File: config.mk
export PLATFORM = sky130hd
export DESIGN_NAME = ising_metropolis_spin_update_unit
export DESIGN_NICKNAME = d
export VERILOG_FILES = /design/src/rtl/ismu_pkg.sv /design/src/rtl/ismu_spin_ram.sv /design/src/rtl/ismu_decide.sv /design/src/rtl/ising_metropolis_spin_update_unit.sv
export SDC_FILE = /design/constraint.sdc
export NUM_CORES = 1
export LEC_CHECK = 0
export BUFFER_PORTS_ARGS = -buffer_cell sky130_fd_sc_hd__buf_4
export CAP_MARGIN = 20
export CORE_AREA = 2 2 268 270
export CTS_BUF_LIST = sky130_fd_sc_hd__clkbuf_16
export CTS_CLUSTER_SIZE = 16
export DETAILED_ROUTE_END_ITERATION = 10
export DIE_AREA = 0 0 270 272
export GPL_ROUTABILITY_DRIVEN = 0
export HOLD_SLACK_MARGIN = 0.06
export PLACE_DENSITY_LB_ADDON = 0.05
export SYNTH_ARGS = -nofsm -noshare
export SYNTH_HDL_FRONTEND = slang
export SYNTH_SLANG_ARGS = --single-unit
File: constraint.sdc
create_clock -name clk -period 7.1 [get_ports clk]
set_input_delay 1.065 -clock clk [delete_from_list [all_inputs] [get_ports clk]]
set_output_delay 1.065 -clock clk [all_outputs]
set_load 0.02 [all_outputs]
File: src/rtl/ismu_pkg.sv
// shared types and constants for the ising metropolis spin update unit
// no dependencies; imported by ismu_decide, the top level and the testbench files
`default_nettype none

package ismu_pkg;

	// lattice geometry
	localparam int SIDE     = 16;
	localparam int SITES    = SIDE * SIDE;
	localparam int COORD_W  = $clog2(SIDE);
	localparam int ADDR_W   = $clog2(SITES);

	// field widths
	localparam int RAND_W   = 16;
	localparam int LEVEL_W  = 16;
	localparam int MAG_W    = 10;
	localparam int ENERGY_W = 12;
	localparam int NB_W     = 3;
	localparam int CFG_IDX_W = 2;

	// running sums after reset: all spins +1
	localparam logic signed [MAG_W-1:0]    MAG_RESET    = MAG_W'(SITES);
	localparam logic signed [ENERGY_W-1:0] ENERGY_RESET = ENERGY_W'(-4 * SITES);

	// configuration register indexes
	localparam logic [CFG_IDX_W-1:0] CFG_LEVEL_DE4 = CFG_IDX_W'(0);
	localparam logic [CFG_IDX_W-1:0] CFG_LEVEL_DE8 = CFG_IDX_W'(1);

	// neighborhood read order
	localparam logic [2:0] RD_CENTER = 3'd0;
	localparam logic [2:0] RD_UP     = 3'd1;
	localparam logic [2:0] RD_DOWN   = 3'd2;
	localparam logic [2:0] RD_LEFT   = 3'd3;
	localparam logic [2:0] RD_RIGHT  = 3'd4;

	typedef enum logic [2:0] {
		ST_CLEAR,
		ST_IDLE,
		ST_READ,
		ST_WAIT,
		ST_UPDATE
	} state_t;

	// outcome of one metropolis trial
	typedef struct packed {
		logic              flip;
		logic              new_spin;
		logic signed [2:0] dmag;
		logic signed [6:0] denergy;
	} decision_t;

endpackage

`default_nettype wire

File: src/rtl/ismu_spin_ram.sv
// generic simple dual-port ram, one write and one registered read port
// no dependencies
`default_nettype none

module ismu_spin_ram #(
	parameter int DEPTH = 256,
	parameter int WIDTH = 1,
	localparam int AW   = $clog2(DEPTH)
) (
	input  wire logic             clk,
	input  wire logic             we,
	input  wire logic [AW-1:0]    waddr,
	input  wire logic [WIDTH-1:0] wdata,
	input  wire logic [AW-1:0]    raddr,
	output logic      [WIDTH-1:0] rdata
);

	logic [WIDTH-1:0] mem [DEPTH];

	// write port
	always_ff @(posedge clk) begin
		if (we) begin
			mem[waddr] <= wdata;
		end
	end

	// registered read port
	always_ff @(posedge clk) begin
		rdata <= mem[raddr];
	end

endmodule

`default_nettype wire

File: src/rtl/ismu_decide.sv
// metropolis acceptance test for one site from its spin and neighbor count
// depends on ismu_pkg
`default_nettype none

module ismu_decide import ismu_pkg::*; (
	input  wire logic              center,
	input  wire logic [NB_W-1:0]   nb_up_cnt,
	input  wire logic [RAND_W-1:0] rand_val,
	input  wire logic [LEVEL_W-1:0] level_de4,
	input  wire logic [LEVEL_W-1:0] level_de8,
	output decision_t              dec
);

	logic [NB_W-1:0]   agree;
	logic signed [6:0] de2;
	logic              flip;

	// neighbors that match the site spin; dE = 4*agree - 8
	assign agree = center ? nb_up_cnt : NB_W'(3'd4 - nb_up_cnt);

	// energy change on flip is 2*dE = 8*agree - 16
	assign de2 = $signed({1'b0, agree, 3'b000}) - 7'sd16;

	// downhill and flat moves always accepted, uphill against the configured level
	always_comb begin
		priority if (agree <= NB_W'(2)) begin
			flip = 1'b1;
		end else if (agree == NB_W'(3)) begin
			flip = rand_val < RAND_W'(level_de4);
		end else begin
			flip = rand_val < RAND_W'(level_de8);
		end
	end

	always_comb begin
		dec.flip     = flip;
		dec.new_spin = center ^ flip;
		dec.dmag     = center ? -3'sd2 : 3'sd2;
		dec.denergy  = de2;
	end

endmodule

`default_nettype wire

File: src/rtl/ising_metropolis_spin_update_unit.sv
// Ising metropolis spin update unit, top level: sequencer, spin memory and sums
// depends on ismu_pkg, ismu_spin_ram, ismu_decide
// One request at a time: a new one is taken only in the idle state, after the
// result of the last has been loaded into the output register; the five reads of the
// neighborhood go through the single read port of the spin memory.
// Reset: a clearing pass writes +1 to each of the 256 sites; in_stall
// stays high during it. Configuration writes are taken at any time.
`default_nettype none

module ising_metropolis_spin_update_unit import ismu_pkg::*; (
	input  wire logic                       clk,
	input  wire logic                       arst_n,
	// input channel
	input  wire logic                       in_valid,
	output logic                            in_stall,
	input  wire logic [3:0]                 row,
	input  wire logic [3:0]                 col,
	input  wire logic [RAND_W-1:0]          random_value,
	// output channel
	output logic                            out_valid,
	input  wire logic                       out_stall,
	output logic                            flipped,
	output logic                            spin_after,
	output logic signed [MAG_W-1:0]         magnet_sum,
	output logic signed [ENERGY_W-1:0]      energy_sum,
	// configuration channel
	input  wire logic                       cfg_valid,
	output logic                            cfg_ready,
	input  wire logic [CFG_IDX_W-1:0]       cfg_index,
	input  wire logic [LEVEL_W-1:0]         cfg_data
);

	state_t state_q, state_d;

	logic [ADDR_W-1:0]  clr_cnt_q;
	logic [2:0]         rd_cnt_q;
	logic               rd_pend_s1;
	logic [2:0]         rd_idx_s1;
	logic [COORD_W-1:0] row_q, col_q;
	logic [RAND_W-1:0]  rand_q;
	logic               center_q;
	logic [NB_W-1:0]    nb_cnt_q;
	logic [LEVEL_W-1:0] level_de4_q, level_de8_q;
	logic signed [MAG_W-1:0]    magnet_q;
	logic signed [ENERGY_W-1:0] energy_q;
	logic               out_valid_q, flipped_q, spin_after_q;

	logic               in_fire, out_free, do_update, ram_we, ram_wdata, ram_rdata;
	logic [ADDR_W-1:0]  ram_waddr, ram_raddr;
	logic [COORD_W-1:0] rd_row, rd_col;
	decision_t          dec;

	assign in_fire  = in_valid && !in_stall;
	assign out_free = !out_valid_q || !out_stall;
	assign cfg_ready = 1'b1;

	// state register
	always_ff @(posedge clk or negedge arst_n) begin
		if (!arst_n) begin
			state_q <= ST_CLEAR;
		end else begin
			state_q <= state_d;
		end
	end

	// next state and memory port control
	always_comb begin
		state_d   = state_q;
		in_stall  = 1'b1;
		do_update = 1'b0;
		ram_we    = 1'b0;
		ram_waddr = {row_q, col_q};
		ram_wdata = dec.new_spin;
		unique case (state_q)
			ST_CLEAR: begin
				ram_we    = 1'b1;
				ram_waddr = clr_cnt_q;
				ram_wdata = 1'b1;
				if (clr_cnt_q == ADDR_W'(SITES - 1)) begin
					state_d = ST_IDLE;
				end
			end
			ST_IDLE: begin
				in_stall = 1'b0;
				if (in_valid) begin
					state_d = ST_READ;
				end
			end
			ST_READ: begin
				if (rd_cnt_q == RD_RIGHT) begin
					state_d = ST_WAIT;
				end
			end
			ST_WAIT: begin
				state_d = ST_UPDATE;
			end
			ST_UPDATE: begin
				if (out_free) begin
					do_update = 1'b1;
					ram_we    = dec.flip;
					state_d   = ST_IDLE;
				end
			end
			default: begin
				state_d = ST_IDLE;
			end
		endcase
	end

	// neighbor address with periodic wrap
	always_comb begin
		rd_row = row_q;
		rd_col = col_q;
		unique case (rd_cnt_q)
			RD_UP:    rd_row = (row_q == '0) ? COORD_W'(SIDE - 1) : row_q - 1'b1;
			RD_DOWN:  rd_row = (row_q == COORD_W'(SIDE - 1)) ? '0 : row_q + 1'b1;
			RD_LEFT:  rd_col = (col_q == '0) ? COORD_W'(SIDE - 1) : col_q - 1'b1;
			RD_RIGHT: rd_col = (col_q == COORD_W'(SIDE - 1)) ? '0 : col_q + 1'b1;
			default: begin
				rd_row = row_q;
				rd_col = col_q;
			end
		endcase
	end
	assign ram_raddr = {rd_row, rd_col};

	ismu_spin_ram #(
		.DEPTH(SITES),
		.WIDTH(1)
	) u_spin_ram (
		.clk  (clk),
		.we   (ram_we),
		.waddr(ram_waddr),
		.wdata(ram_wdata),
		.raddr(ram_raddr),
		.rdata(ram_rdata)
	);

	ismu_decide u_decide (
		.center   (center_q),
		.nb_up_cnt(nb_cnt_q),
		.rand_val (rand_q),
		.level_de4(level_de4_q),
		.level_de8(level_de8_q),
		.dec      (dec)
	);

	// clearing pass and read sequence counters
	always_ff @(posedge clk or negedge arst_n) begin
		if (!arst_n) begin
			clr_cnt_q  <= '0;
			rd_cnt_q   <= '0;
			rd_pend_s1 <= 1'b0;
			rd_idx_s1  <= '0;
		end else begin
			if (state_q == ST_CLEAR) begin
				clr_cnt_q <= clr_cnt_q + 1'b1;
			end
			if (in_fire) begin
				rd_cnt_q <= RD_CENTER;
			end else if (state_q == ST_READ) begin
				rd_cnt_q <= rd_cnt_q + 1'b1;
			end
			rd_pend_s1 <= (state_q == ST_READ);
			rd_idx_s1  <= rd_cnt_q;
		end
	end

	// request capture and neighborhood gather
	always_ff @(posedge clk) begin
		if (in_fire) begin
			row_q    <= row;
			col_q    <= col;
			rand_q   <= random_value;
			nb_cnt_q <= '0;
		end else if (rd_pend_s1) begin
			if (rd_idx_s1 == RD_CENTER) begin
				center_q <= ram_rdata;
			end else begin
				nb_cnt_q <= nb_cnt_q + NB_W'(ram_rdata);
			end
		end
	end

	// configuration registers
	always_ff @(posedge clk or negedge arst_n) begin
		if (!arst_n) begin
			level_de4_q <= '0;
			level_de8_q <= '0;
		end else if (cfg_valid && cfg_ready) begin
			if (cfg_index == CFG_LEVEL_DE4) begin
				level_de4_q <= cfg_data;
			end
			if (cfg_index == CFG_LEVEL_DE8) begin
				level_de8_q <= cfg_data;
			end
		end
	end

	// running sums
	always_ff @(posedge clk or negedge arst_n) begin
		if (!arst_n) begin
			magnet_q <= MAG_RESET;
			energy_q <= ENERGY_RESET;
		end else if (do_update && dec.flip) begin
			magnet_q <= magnet_q + MAG_W'(dec.dmag);
			energy_q <= energy_q + ENERGY_W'(dec.denergy);
		end
	end

	// output register
	always_ff @(posedge clk or negedge arst_n) begin
		if (!arst_n) begin
			out_valid_q <= 1'b0;
		end else if (do_update) begin
			out_valid_q <= 1'b1;
		end else if (!out_stall) begin
			out_valid_q <= 1'b0;
		end
	end

	always_ff @(posedge clk) begin
		if (do_update) begin
			flipped_q    <= dec.flip;
			spin_after_q <= dec.new_spin;
		end
	end

	assign out_valid  = out_valid_q;
	assign flipped    = flipped_q;
	assign spin_after = spin_after_q;
	assign magnet_sum = magnet_q;
	assign energy_sum = energy_q;

	// a result appears only from the update step
	a_out_from_update: assert property (@(posedge clk) disable iff (!arst_n)
		$rose(out_valid_q) |-> $past(state_q == ST_UPDATE))
		else $error("result raised outside update step");

	// an accepted request starts the neighborhood read at the center
	a_accept_reads: assert property (@(posedge clk) disable iff (!arst_n)
		in_fire |=> (state_q == ST_READ && rd_cnt_q == RD_CENTER))
		else $error("accepted request did not start read sequence");

	// magnetization changes in steps of two from an even start
	a_magnet_even: assert property (@(posedge clk) disable iff (!arst_n)
		magnet_q[0] == 1'b0)
		else $error("odd magnetization sum");

	// energy changes in steps of eight from a multiple of eight
	a_energy_step: assert property (@(posedge clk) disable iff (!arst_n)
		energy_q[2:0] == 3'b000)
		else $error("energy sum not a multiple of eight");

	// memory is written only while clearing or on an update
	a_write_window: assert property (@(posedge clk) disable iff (!arst_n)
		ram_we |-> (state_q == ST_CLEAR || do_update))
		else $error("spin memory write outside clear or update");

endmodule

`default_nettype wire

* After elaboration in Yosys (flattened, before gate mapping)
Memories as Yosys holds them, arrays and structs flattened. A register that Yosys moved wholly into a read port is not among the register bits.
Index checks and enable logic that the tools add are counted.
** Storage, ports and cells
- RAM bits :: 256
- Output and inout bits :: 27
- Memories kept :: 1
- Bits in registers :: 103
- Input port bits :: 47
** Operators by class
- Magnitude comparators :: 3
- Reduce and logical (&&, ||, !) cells :: 16
- Multiplexer cells :: 28
- Add/sub/neg operators :: 11
- Bitwise logic cells :: 3
- Eq/ne operators :: 18
** Memories
- u_spin_ram.mem :: depth 256, bits a word 1, rd ports 1, clocked after memory_dff 1, wr ports 1, RTL line ismu_spin_ram.sv:18 : logic [WIDTH-1:0] mem [DEPTH];
** Operators with widths (count)
- $lt 16x16->1 :: 2
- $mux 3 :: 8
- $mux 4 :: 4
- $pmux 4 s2 :: 2
- $eq 3x2->1 const B :: 5
- $pmux 3 s5 :: 1
- $add 12x7->12 :: 1
- $mux 1 :: 11
- $add 10x3->10 :: 1
- $add 4x1->4 const B :: 2
- $add 8x1->8 const B :: 1
- $eq 4x4->1 const B :: 2
- $eq 8x8->1 const B :: 1
- $logic_not 4->1 :: 2
- $mux 8 :: 1
- $ne 2x2->1 const B :: 4
- $sub 4x1->4 const B :: 2
- $sub 6x5->7 const B :: 1
- $eq 3x1->1 const B :: 2
- $eq 3x3->1 const B :: 2
- $logic_not 3->1 :: 2
- $reduce_and 2->1 :: 3
- $reduce_and 4->1 :: 1
- $add 3x1->3 :: 1
- 14 further kinds :: 17

* Longest topological paths before layout
Gate-level depths: netlist (run 1).
- Word-level depth :: 9
- Mapped depth :: 18
- Depth with buffers taken out :: 18

* Modules after synthesis
A second synthesis (run 1) with hierarchy kept.
** Second synthesis, totals
- Cell total of the unflattened synthesis :: 1398
- Area, all modules :: 17418.0 µm²
** Modules (own cells, without submodules)
- ismu_spin_ram :: cells an instance 788, instances 1, area each 11128.2 µm², seq. area each 7707.4 µm²
- ising_metropolis_spin_update_unit :: cells an instance 477, instances 1, area each 5332.6 µm², seq. area each 2701.3 µm²
- ismu_decide :: cells an instance 133, instances 1, area each 957.2 µm², seq. area each 0.0 µm²

* Worst setup path after synthesis (run 1)
Ideal clock, no wire load.
- Path type :: reg2reg
- Start :: reg rand_q[9]
- End :: mem u_spin_ram.mem[0], data pin
- Buffers on the path :: 0
- Setup time :: 0.555 ns
- Required time :: 6.545 ns
- Cell stages (with the launch flop) :: 11
- Path slack :: 2.750 ns
- Arrival :: 3.795 ns
- Clock period less this slack :: 4.350 ns
- Path through :: edfxtp_1 ha_1 a21o_1 a21o_1 a21oi_1 nor2_1 or4_1 a21oi_1 nor3_1 xnor2_1 or2_2
** RTL lines
- start: declaration :: RTL line ising_metropolis_spin_update_unit.sv:40 : logic [RAND_W-1:0] rand_q;
- start signal: assignment :: RTL line ising_metropolis_spin_update_unit.sv:174 : rand_q <= random_value;
- end: declaration :: RTL line ismu_spin_ram.sv:18

==> results_dict.tcl, run 1 <==
set metrics [dict create \
    cts_tree "yes" \
    preCtsSetupSlack_ns 2.71 \
    n_fill_cell 7515 \
    peakVddDrop_v 0.000308 \
    drtIter0Drc 669 \
    synthCells 1718 \
    synthAdderAreaFrac_pct 4.46 \
    place.port_buffers 68 \
    multiInputGateArea_um2 6570 \
    synth-warning-count 0 \
    period_share_pct 61.1 \
    cts_root_buf "clkbuf_16" \
    layout_setup_ws_ns 2.76 \
    clock_latency_ns 0.58 \
    seqPwrFrac_pct 31.7 \
    status "finished clean" \
    fin_area_um2 20400 \
    syn_to_final_growth_pct 17.1 \
    antenna_cells 0 \
    cts_setup_buffers 0 \
    netlist_area_um2 17500 \
    power.leakage_nw 7.49 \
    rows 98 \
    crit_arrival_ns 4.62 \
    core_um2 70800 \
    tightest_slew_ns 1.07 \
    fin_nets 1866 \
    die_w_um 270 \
    power_density_nw_per_um2 456 \
    routed-via-count 12500 \
    p_comb_share_pct 44.6 \
    grt_use_total_pct 15.4 \
    timing_worst_setup_path_type "reg -> reg" \
    setup_tns_ns 0 \
    wirelength_mm 56.3 \
    rsz0062_at_grt "false" \
    clk_pin_slew_ns 0.06 \
    initial_core_util_pct 24.7 \
    netSwitchingPower_w 0.00409 \
    muxShareOfSynthArea_pct 2.97 \
    seqCellArea_um2 10300 \
    ys_seq_area_share_pct 59.0 \
    p_clk_share_pct 23.7 \
    path_buf_inv 1 \
    hold_path_class "in -> async" \
    critPathMaxStageDelay_ns 0.84 \
    internal-power_w 0.00524 \
    max-cap-violations 0 \
    final_antenna_net_count 0 \
    drive_gt1_share_pct 11.6 \
    path_common_cell "nor3_1" \
    async_flop_share_pct 19.4 \
    yosysUniqueCellTypes 72 \
    synth_compound_area_share_pct 7.05 \
    crit_chain "ha_1 -> a21o_1 -> a21oi_1 -> nor2b_1 -> nor3_1 -> nor2_1 -> a2111oi_2 -> nor3_1 -> xnor2_1 -> or2_4 -> buf_12" \
    setup_viol_count_final 0 \
    num_io_pins 74 \
    finalMaxSlewViolations 0 \
    wl_per_cell_um 20.5 \
    grt_pass1_vias 13100 \
    ctsHoldBuffers 0 \
    synth_ff_type "edfxtp_1" \
    cp-end-kind "flop" \
    dr.pass1.iters 5 \
    critPathLaunchType "flop" \
    postPlaceCellArea_um2 19000 \
    antenna_found_initial 0 \
    synth_xor_area_share_pct 1.40 \
    cpLargestDelayFamily "simple AND/OR/NAND/NOR gates" \
    swShare_pct 43.8 \
    dieArea_um2 73400 \
    final_util_pct 28.9 \
    p_total_w 0.00933 \
    relSlewSlack_pct 28.7 \
    yosys_register_bits 356 \
    cp.required_ns 7.38 \
    worst_path_max_delay_cell "or2_4" \
    dp_hpwl_mm 34.5 \
    htree_levels 2 \
    worstPathMaxFanout 166 \
    drc_errors 0 \
    grt_remaining_overflow 0 \
    numCtsBuffers 47 \
    synth-simple-area-share_pct 21.0 \
    grt_pass1_wl_mm 85.1 \
    die_y_um 272 \
    synth_top_family_by_area "simple AND/OR/NAND/NOR gates" \
    clock-sinks 356 \
    grt_max_degree 167 \
    routed_via_density 4.56 \
    avgSynthCellArea_um2 10.2 \
    cts_resized 0 \
    finalCriticalPeriod_ns 4.34 \
    cts_buffer_depth 3 \
    finalClockSkew_ns 0.0140 \
    hold_violations 0 \
    synth_edf_count 283 \
    fmax_ghz 0.230 \
]
## routing by layer
metal	vias up	wire length, um	GRT usage [%]
met4	0	1110	4.01
met1	6225	25400	20.0
li1	6019	-	-
met3	72	2040	2.41
met5	-	0	0
met2	191	27700	26.6
## layout by cell type (no fill, tap or decap), types with 4 or more instances in the layout
master,count
inv_1,76
a211oi_1,5
buf_12,4
nand2_1,365
o21bai_1,9
a31oi_1,22
clkinv_2,10
nor2_1,299
nand3_1,118
o211ai_1,6
mux2i_1,17
a21o_1,17
nor2b_1,7
a21oi_1,38
and3_1,10
xor2_1,6
mux2_2,31
o22ai_1,4
o21ai_0,30
buf_4,86
xnor2_1,22
ha_1,59
nor3_1,12
nand3b_1,10
o21a_1,4
nand4_1,19
conb_1,5
o21ai_1,8
nand2b_1,7
a311oi_1,12
clkinv_1,13
edfxtp_1,283
clkbuf_16,49
dfrtp_1,66
dfxtp_1,4
## power by group through the flow
stage,logic [W],registers [W],clock network (W)
5_1_grt,0.00465,0.00299,0.00238
3_3_place_gp,0.00427,0.00300,0
3_5_place_dp,0.00428,0.00300,0
6_report,0.00416,0.00296,0.00221
2_1_floorplan,0.00260,0.00301,0
4_1_cts,0.00429,0.00296,0.00230
## synthesized netlist by cell type, types with 6 or more instances
master / number / area (um2)
nand2_1: 366 / 1370
nor2_1: 300 / 1130
edfxtp_1: 283 / 8500
nand3_1: 118 / 591
dfrtp_1: 66 / 1650
inv_1: 64 / 240
ha_1: 59 / 738
clkbuf_1: 56 / 210
a21oi_1: 38 / 190
buf_2: 31 / 155
mux2_2: 31 / 349
o21ai_0: 31 / 155
a31oi_1: 24 / 150
xnor2_1: 22 / 193
nand4_1: 19 / 119
a21o_1: 17 / 128
mux2i_1: 17 / 170
nor3_1: 13 / 65.1
a311oi_1: 12 / 105
and3_1: 10 / 62.6
buf_4: 10 / 75.1
nand3b_1: 10 / 75.1
o21bai_1: 9 / 67.6
o21ai_1: 8 / 40.0
nand2b_1: 7 / 43.8
nor2b_1: 7 / 43.8
o211ai_1: 6 / 45.0
xor2_1: 6 / 52.6
## final timing paths
path	slack, ns	from	depth (start not counted)	to
max in group asynchronous	5.69	arst_n	2	magnet_sum[5]$_DFFE_PN0P_
min reg2reg	0.46	rd_cnt_q[1]$_DFFE_PN0P_	0	rd_idx_s1[1]$_DFF_PN0_
min in group clk	0.46	rd_cnt_q[1]$_DFFE_PN0P_	0	rd_idx_s1[1]$_DFF_PN0_
max	2.76	rand_q[9]$_DFFE_PP_	11	u_spin_ram.mem[72]$_DFFE_PP_
max reg2reg	2.76	rand_q[9]$_DFFE_PP_	11	u_spin_ram.mem[72]$_DFFE_PP_
min	0.36	arst_n	1	level_de4_q[8]$_DFFE_PN0P_
## area by class of cell
cell class / count / area share (%)
clock buffers: 49 / 6.00
well taps: 950 / 5.81
repair buffers: 90 / 3.55
flip-flops and latches: 356 / 50.4
multi-input cells: 1198 / 32.1
inverters: 65 / 1.19
clock inverters: 37 / 0.881
## logic make-up after synthesis
family          Yosys count
fa+ha+maj                61
mux                      48
flops                   356
buf+inv                 167
xor+xnor                 28
compound gates          185
other cells               2
simple gates            871
## registers in the layout (all words and copies together), names as in the netlist
register and count:
magnet_sum 9, row_q 4, level_de4_q 16, rd_cnt_q 3
rd_pend_s1 1, clr_cnt_q 8, col_q 4, rd_idx_s1 3
energy_sum 9, u_spin_ram.rdata 1, level_de8_q 16, spin_after 1
u_spin_ram.mem 256, state_q 3, flipped 1, out_valid 1
rand_q 16, nb_cnt_q 3, center_q 1
## through the flow
step / std cells / hold slack (ns)
final: 2745 / 0.363
after global routing: 2745 / 0.353
after CTS: 2744 / 0.336
after detailed placement: 2658 / 0.440
after global placement: 2658 / 0.435
after floorplan: 1721 / 0.401
Power figures use the tool's default switching activity.
==> inputs of run 2 (changes only) <==
==> constraint.sdc (replaced) <==
create_clock -name clk -period 3.7 [get_ports clk]
set_input_delay 0.555 -clock clk [delete_from_list [all_inputs] [get_ports clk]]
set_output_delay 0.555 -clock clk [all_outputs]
set_load 0.02 [all_outputs]
==> results_dict.tcl, run 2 (synthesis results as in run 1) <==
set metrics [dict create \
    status "finished clean" \
    fmax_ghz 0.289 \
    dieArea_um2 73400 \
    htree_levels 2 \
    fin_area_um2 21200 \
    clk_pin_slew_ns 0.06 \
    fin_cells 2798 \
    critPathLaunchType "flop" \
    cts_root_buf "clkbuf_16" \
    dp_hpwl_mm 36.9 \
    cts_buffer_depth 3 \
    hold_path_class "in -> reg" \
    layout_commonest_cell "nand2_1" \
    grt_use_total_pct 15.4 \
    final_antenna_net_count 0 \
    crit_arrival_ns 3.98 \
    finalClockSkew_ns 0.0176 \
    peakVddDrop_v 0.000500 \
    drtIter0Drc 799 \
    clock-sinks 356 \
    die_y_um 272 \
    routed_via_density 4.54 \
    finalCriticalPeriod_ns 3.46 \
    clock_latency_ns 0.58 \
    dr.pass1.iters 5 \
    core_um2 70800 \
    period_share_pct 93.6 \
    tightest_slew_ns 0.997 \
    grt_pass1_vias 13100 \
    syn_to_final_growth_pct 21.3 \
    antenna_found_initial 0 \
    cp.required_ns 4.21 \
    num_io_pins 74 \
    die_w_um 270 \
    top_register "u_spin_ram.mem" \
    drive_gt1_share_pct 14.3 \
    power_density_nw_per_um2 895 \
    routed-via-count 12700 \
    initial_core_util_pct 24.7 \
    worstPathMaxFanout 39 \
    rows 98 \
    relSlewSlack_pct 33.3 \
    largest_reg_flops 256 \
    wl_per_cell_um 20.2 \
    cp-end-kind "flop" \
    antenna_cells 0 \
    grt_max_degree 70 \
    final_cell_mix "nand2_1, nor2_1, edfxtp_1, buf_4, nand3_1" \
    max-cap-violations 0 \
    wirelength_mm 56.7 \
    fin_hold_ws_ns 0.151 \
    timing_worst_setup_path_type "reg -> reg" \
    setup_viol_count_final 0 \
    hold_violations 0 \
    final_util_pct 29.9 \
    finalMaxSlewViolations 0 \
    placedCellCount 2711 \
    numCtsBuffers 47 \
    min_from "random_value[0]" \
    power.leakage_nw 7.88 \
    place.port_buffers 68 \
    grt_pass1_wl_mm 85.5 \
    worstReg2RegStart "rd_cnt_q[1]$_DFFE_PN0P_" \
    fin_nets 1923 \
    grt_remaining_overflow 0 \
    startpoint "rd_cnt_q[1]$_DFFE_PN0P_" \
    drc_errors 0 \
    postPlaceCellArea_um2 19600 \
    cts_tree "yes" \
]
-- run 2: changes by cell type in the layout (fill, tap and decap cells not counted), moves of 2 or more --
cell / delta
inv_1: +2
clkinv_2: -9
clkbuf_16: +3
ha_2: +2
buf_4: +37
buf_12: +15
ha_1: -2
-- run 2: cell type report --
cell class | instances | area (um2)
clock buffer | 51 | 1280
clock inverter | 31 | 174
fill | 7386 | 49600
inverter | 65 | 244
multi-input combinational | 1199 | 6610
sequential | 356 | 10300
tap | 950 | 1190
timing repair buffer | 146 | 1380
-- run 2: per-stage QoR --
stage                     setup TNS [ns]  setup WS (ns)  total power (W)
after global placement                 0          0.149           0.0147
after CTS                              0         0.0339           0.0192
after detailed placement               0          0.104           0.0147
final                                  0          0.237           0.0189
after floorplan                        0          0.157           0.0107
after global routing            -0.00735       -0.00735           0.0203
-- run 2: metal layers --
layer  up-vias  share of wire, %  track usage, %
met3        67               3.8            2.45
met4         0               1.9            3.96
met1      6304                46            20.3
met2       188                48            26.1
met5         -                 0               0
li1       6151                 -               -
-- run 2: path summary, 6_finish.rpt --
path	endpoint	slack [ns]	cells past startpoint
setup / recovery	u_spin_ram.rdata$_DFF_P_	0.24	14
hold / removal	rand_q[0]$_DFFE_PP_	0.15	1
min in group asynchronous	level_de4_q[8]$_DFFE_PN0P_	0.42	2
setup reg to reg	u_spin_ram.rdata$_DFF_P_	0.24	14
max in group asynchronous	magnet_sum[8]$_DFFE_PN1P_	2.62	3
hold reg to reg	rd_idx_s1[1]$_DFF_PN0_	0.44	0
-- run 2: worst max-delay path, cell delays in order (launching register included) --
cell	delay, ns
dfrtp_1	0.39
ha_2	0.26
ha_1	0.21
buf_4	0.15
and4bb_2	0.28
a211o_4	0.26
buf_12	0.26
nand2_1	0.10
and3_1	0.19
a311oi_1	0.28
a31oi_1	0.12
a221o_1	0.34
o211a_1	0.21
a31oi_1	0.15
o311a_1	0.18
-- run 2: repair_timing --
action	4_1_cts	5_1_grt
hold endpoints to repair	0	19
gates resized for setup	0	8
setup endpoints to repair	0	57
hold buffers	0	1
buffers inserted	0	1
-- run 2: report_power, final --
group          switching [W]  internal, W
combinational        0.00596      0.00301
sequential          0.000286      0.00532
clock                0.00179      0.00258
==> inputs of run 3 (changes only) <==
--- a/config.mk
+++ b/config.mk
@@ -15,6 +15,7 @@
 export GPL_ROUTABILITY_DRIVEN = 0
 export HOLD_SLACK_MARGIN = 0.06
 export PLACE_DENSITY_LB_ADDON = 0.05
+export SETUP_SLACK_MARGIN = 0.5
 export SYNTH_ARGS = -nofsm -noshare
 export SYNTH_HDL_FRONTEND = slang
 export SYNTH_SLANG_ARGS = --single-unit
==> results_dict.tcl, run 3 (synthesis results as in run 1) <==
set metrics [dict create \
    status "finished clean" \
    clk_pin_slew_ns 0.06 \
    fin_hold_ws_ns 0.152 \
    wl_per_cell_um 21.3 \
    place.port_buffers 68 \
    layout_commonest_cell "nand2_1" \
    timing_worst_setup_path_type "reg -> reg" \
    routed-via-count 13100 \
    regToRegSetupSlack_ns 0.42 \
    numCtsBuffers 46 \
    dieArea_um2 73400 \
    cts_buffer_depth 3 \
    grt_pass1_vias 13600 \
    max-cap-violations 0 \
    cts_tree "yes" \
    final_cell_mix "nand2_1, edfxtp_1, nor2_1, buf_4, nand3_1" \
    worst_path_max_delay_cell "dfrtp_1" \
    htree_levels 2 \
    grt_pass1_wl_mm 87.2 \
    syn_to_final_growth_pct 30.7 \
    hold_path_class "in -> reg" \
    drc_errors 0 \
    cts_root_buf "clkbuf_16" \
    drive_gt1_share_pct 22.8 \
    min_from "row[1]" \
    initial_core_util_pct 24.7 \
    dp_hpwl_mm 37.7 \
    largest_reg_flops 256 \
    fmax_ghz 0.304 \
    fin_nets 1995 \
    setup_tns_ns 0 \
    critPathLaunchType "flop" \
    clock_latency_ns 0.59 \
    power.leakage_nw 8.46 \
    power_density_nw_per_um2 905 \
    finalCriticalPeriod_ns 3.28 \
    rsz0062_at_grt "true" \
    die_w_um 270 \
    crit_arrival_ns 3.81 \
    antenna_found_initial 2 \
    hold_violations 0 \
    finalMaxSlewViolations 0 \
    wirelength_mm 61.1 \
    rows 98 \
    routed_via_density 4.57 \
    grt_max_degree 76 \
    tightest_slew_ns 1.04 \
    top_register "u_spin_ram.mem" \
    r2r_cells 16 \
    hold_depth 1 \
    num_io_pins 74 \
    grt_use_total_pct 15.8 \
    die_y_um 272 \
    hold_end "row_q[1]$_DFFE_PP_" \
    r2r-end "u_spin_ram.rdata$_DFF_P_" \
    final_antenna_net_count 0 \
    cpLargestDelayFamily "compound AO/OA/AOI/OAI gates" \
    drtIter0Drc 821 \
    relSlewSlack_pct 30.6 \
    setup_viol_count_final 0 \
    peakVddDrop_v 0.000486 \
    period_share_pct 88.8 \
    crit_chain "ha_4 -> ha_4 -> or3b_4 -> a211oi_4 -> buf_6 -> buf_12 -> buf_6 -> nand2_1 -> and3_1 -> a311oi_2 -> buf_4 -> a31oi_1 -> a32oi_1 -> nand3_1 -> o211ai_1 -> o311a_1" \
    grt_remaining_overflow 0 \
    clock-sinks 356 \
    dr.pass1.iters 5 \
    path_buf_inv 4 \
    cp.required_ns 4.23 \
    worstReg2RegStart "rd_cnt_q[1]$_DFFE_PN0P_" \
    worstPathMaxFanout 8 \
    cp-end-kind "flop" \
    core_um2 70800 \
    finalClockSkew_ns 0.0246 \
    critPathMaxStageDelay_ns 0.42 \
]
-- run 3: cell count changes in the layout (fill, tap and decap cells not counted), moves of 7 or more --
cell / previous run / this run
buf_16: 1 / 9
buf_4: 123 / 165
buf_6: 1 / 8
nor2_1: 299 / 235
nor2_4: 1 / 60
-- run 3: worst max path at each step --
| stage | to | slack (ns) | start | cells after the start |
|---|---|---|---|---|
| after global placement | u_spin_ram.rdata$_DFF_P_ | 0.05 | rd_cnt_q[1]$_DFFE_PN0P_ | 14 |
| after floorplan | u_spin_ram.mem[0]$_DFFE_PP_ | 0.17 | rand_q[9]$_DFFE_PP_ | 10 |
| after global routing | u_spin_ram.rdata$_DFF_P_ | 0.32 | rd_cnt_q[0]$_DFFE_PN0P_ | 16 |
| after CTS | u_spin_ram.rdata$_DFF_P_ | 0.41 | rd_cnt_q[0]$_DFFE_PN0P_ | 12 |
| after detailed placement | u_spin_ram.rdata$_DFF_P_ | 0.03 | rd_cnt_q[1]$_DFFE_PN0P_ | 14 |
| final | u_spin_ram.rdata$_DFF_P_ | 0.42 | rd_cnt_q[1]$_DFFE_PN0P_ | 16 |
-- run 3: layout make-up --
| cell class | count | area [um2] |
|---|---|---|
| inverters | 65 | 246 |
| flip-flops and latches | 356 | 10300 |
| repair buffers | 220 | 2380 |
| clock inverters | 36 | 244 |
| fillers | 7316 | 47900 |
| multi-input cells | 1198 | 7290 |
| clock buffers | 46 | 1150 |
| well taps | 950 | 1190 |
| diodes | 1 | 2.50 |
-- run 3: routing by layer --
metal	wire length, um	GRT usage [%]	up-vias
met5	0	0	-
met4	1850	5.07	0
met3	2220	2.43	93
met2	30000	27.4	242
met1	27100	20.1	6479
li1	-	-	6320
-- run 3: power breakdown --
part	switching [W]	total, W	internal [W]
registers	0.000298	0.00562	0.00533
clock network	0.00180	0.00426	0.00245
logic	0.00661	0.0108	0.00415
total	0.00871	0.0206	0.0119
-- run 3: per-stage QoR --
stage	cell area, um2	total power, W	utilization [%]	std cells	setup WS (ns)
2_1_floorplan	17500	0.0107	-	1721	0.171
3_3_place_gp	19800	0.0148	27.9	2733	0.0462
3_5_place_dp	19800	0.0148	27.9	2733	0.0319
4_1_cts	21800	0.0200	30.8	2844	0.409
5_1_grt	22800	0.0220	32.2	2872	0.322
6_report	22800	0.0206	32.2	2872	0.415
-- run 3: worst reg2reg max path, delay by kind of cell (launching register included) --
kind / cells / cell delay [ns]
and+or+nand+nor: 4 / 0.73
adders and majority gates: 2 / 0.35
buffers and inverters: 4 / 0.62
AOI/OAI and AO/OA: 6 / 1.11
DFF: 1 / 0.42
-- run 3: what timing repair did --
action / in CTS / in global routing
endpoints found under the setup margin: 526 / 515
resized for setup: 52 / 173
pin swaps: 17 / 74
hold buffers: 0 / 1
endpoints found under the hold margin: 0 / 9
buffers inserted: 25 / 13
cloned: 4 / 12
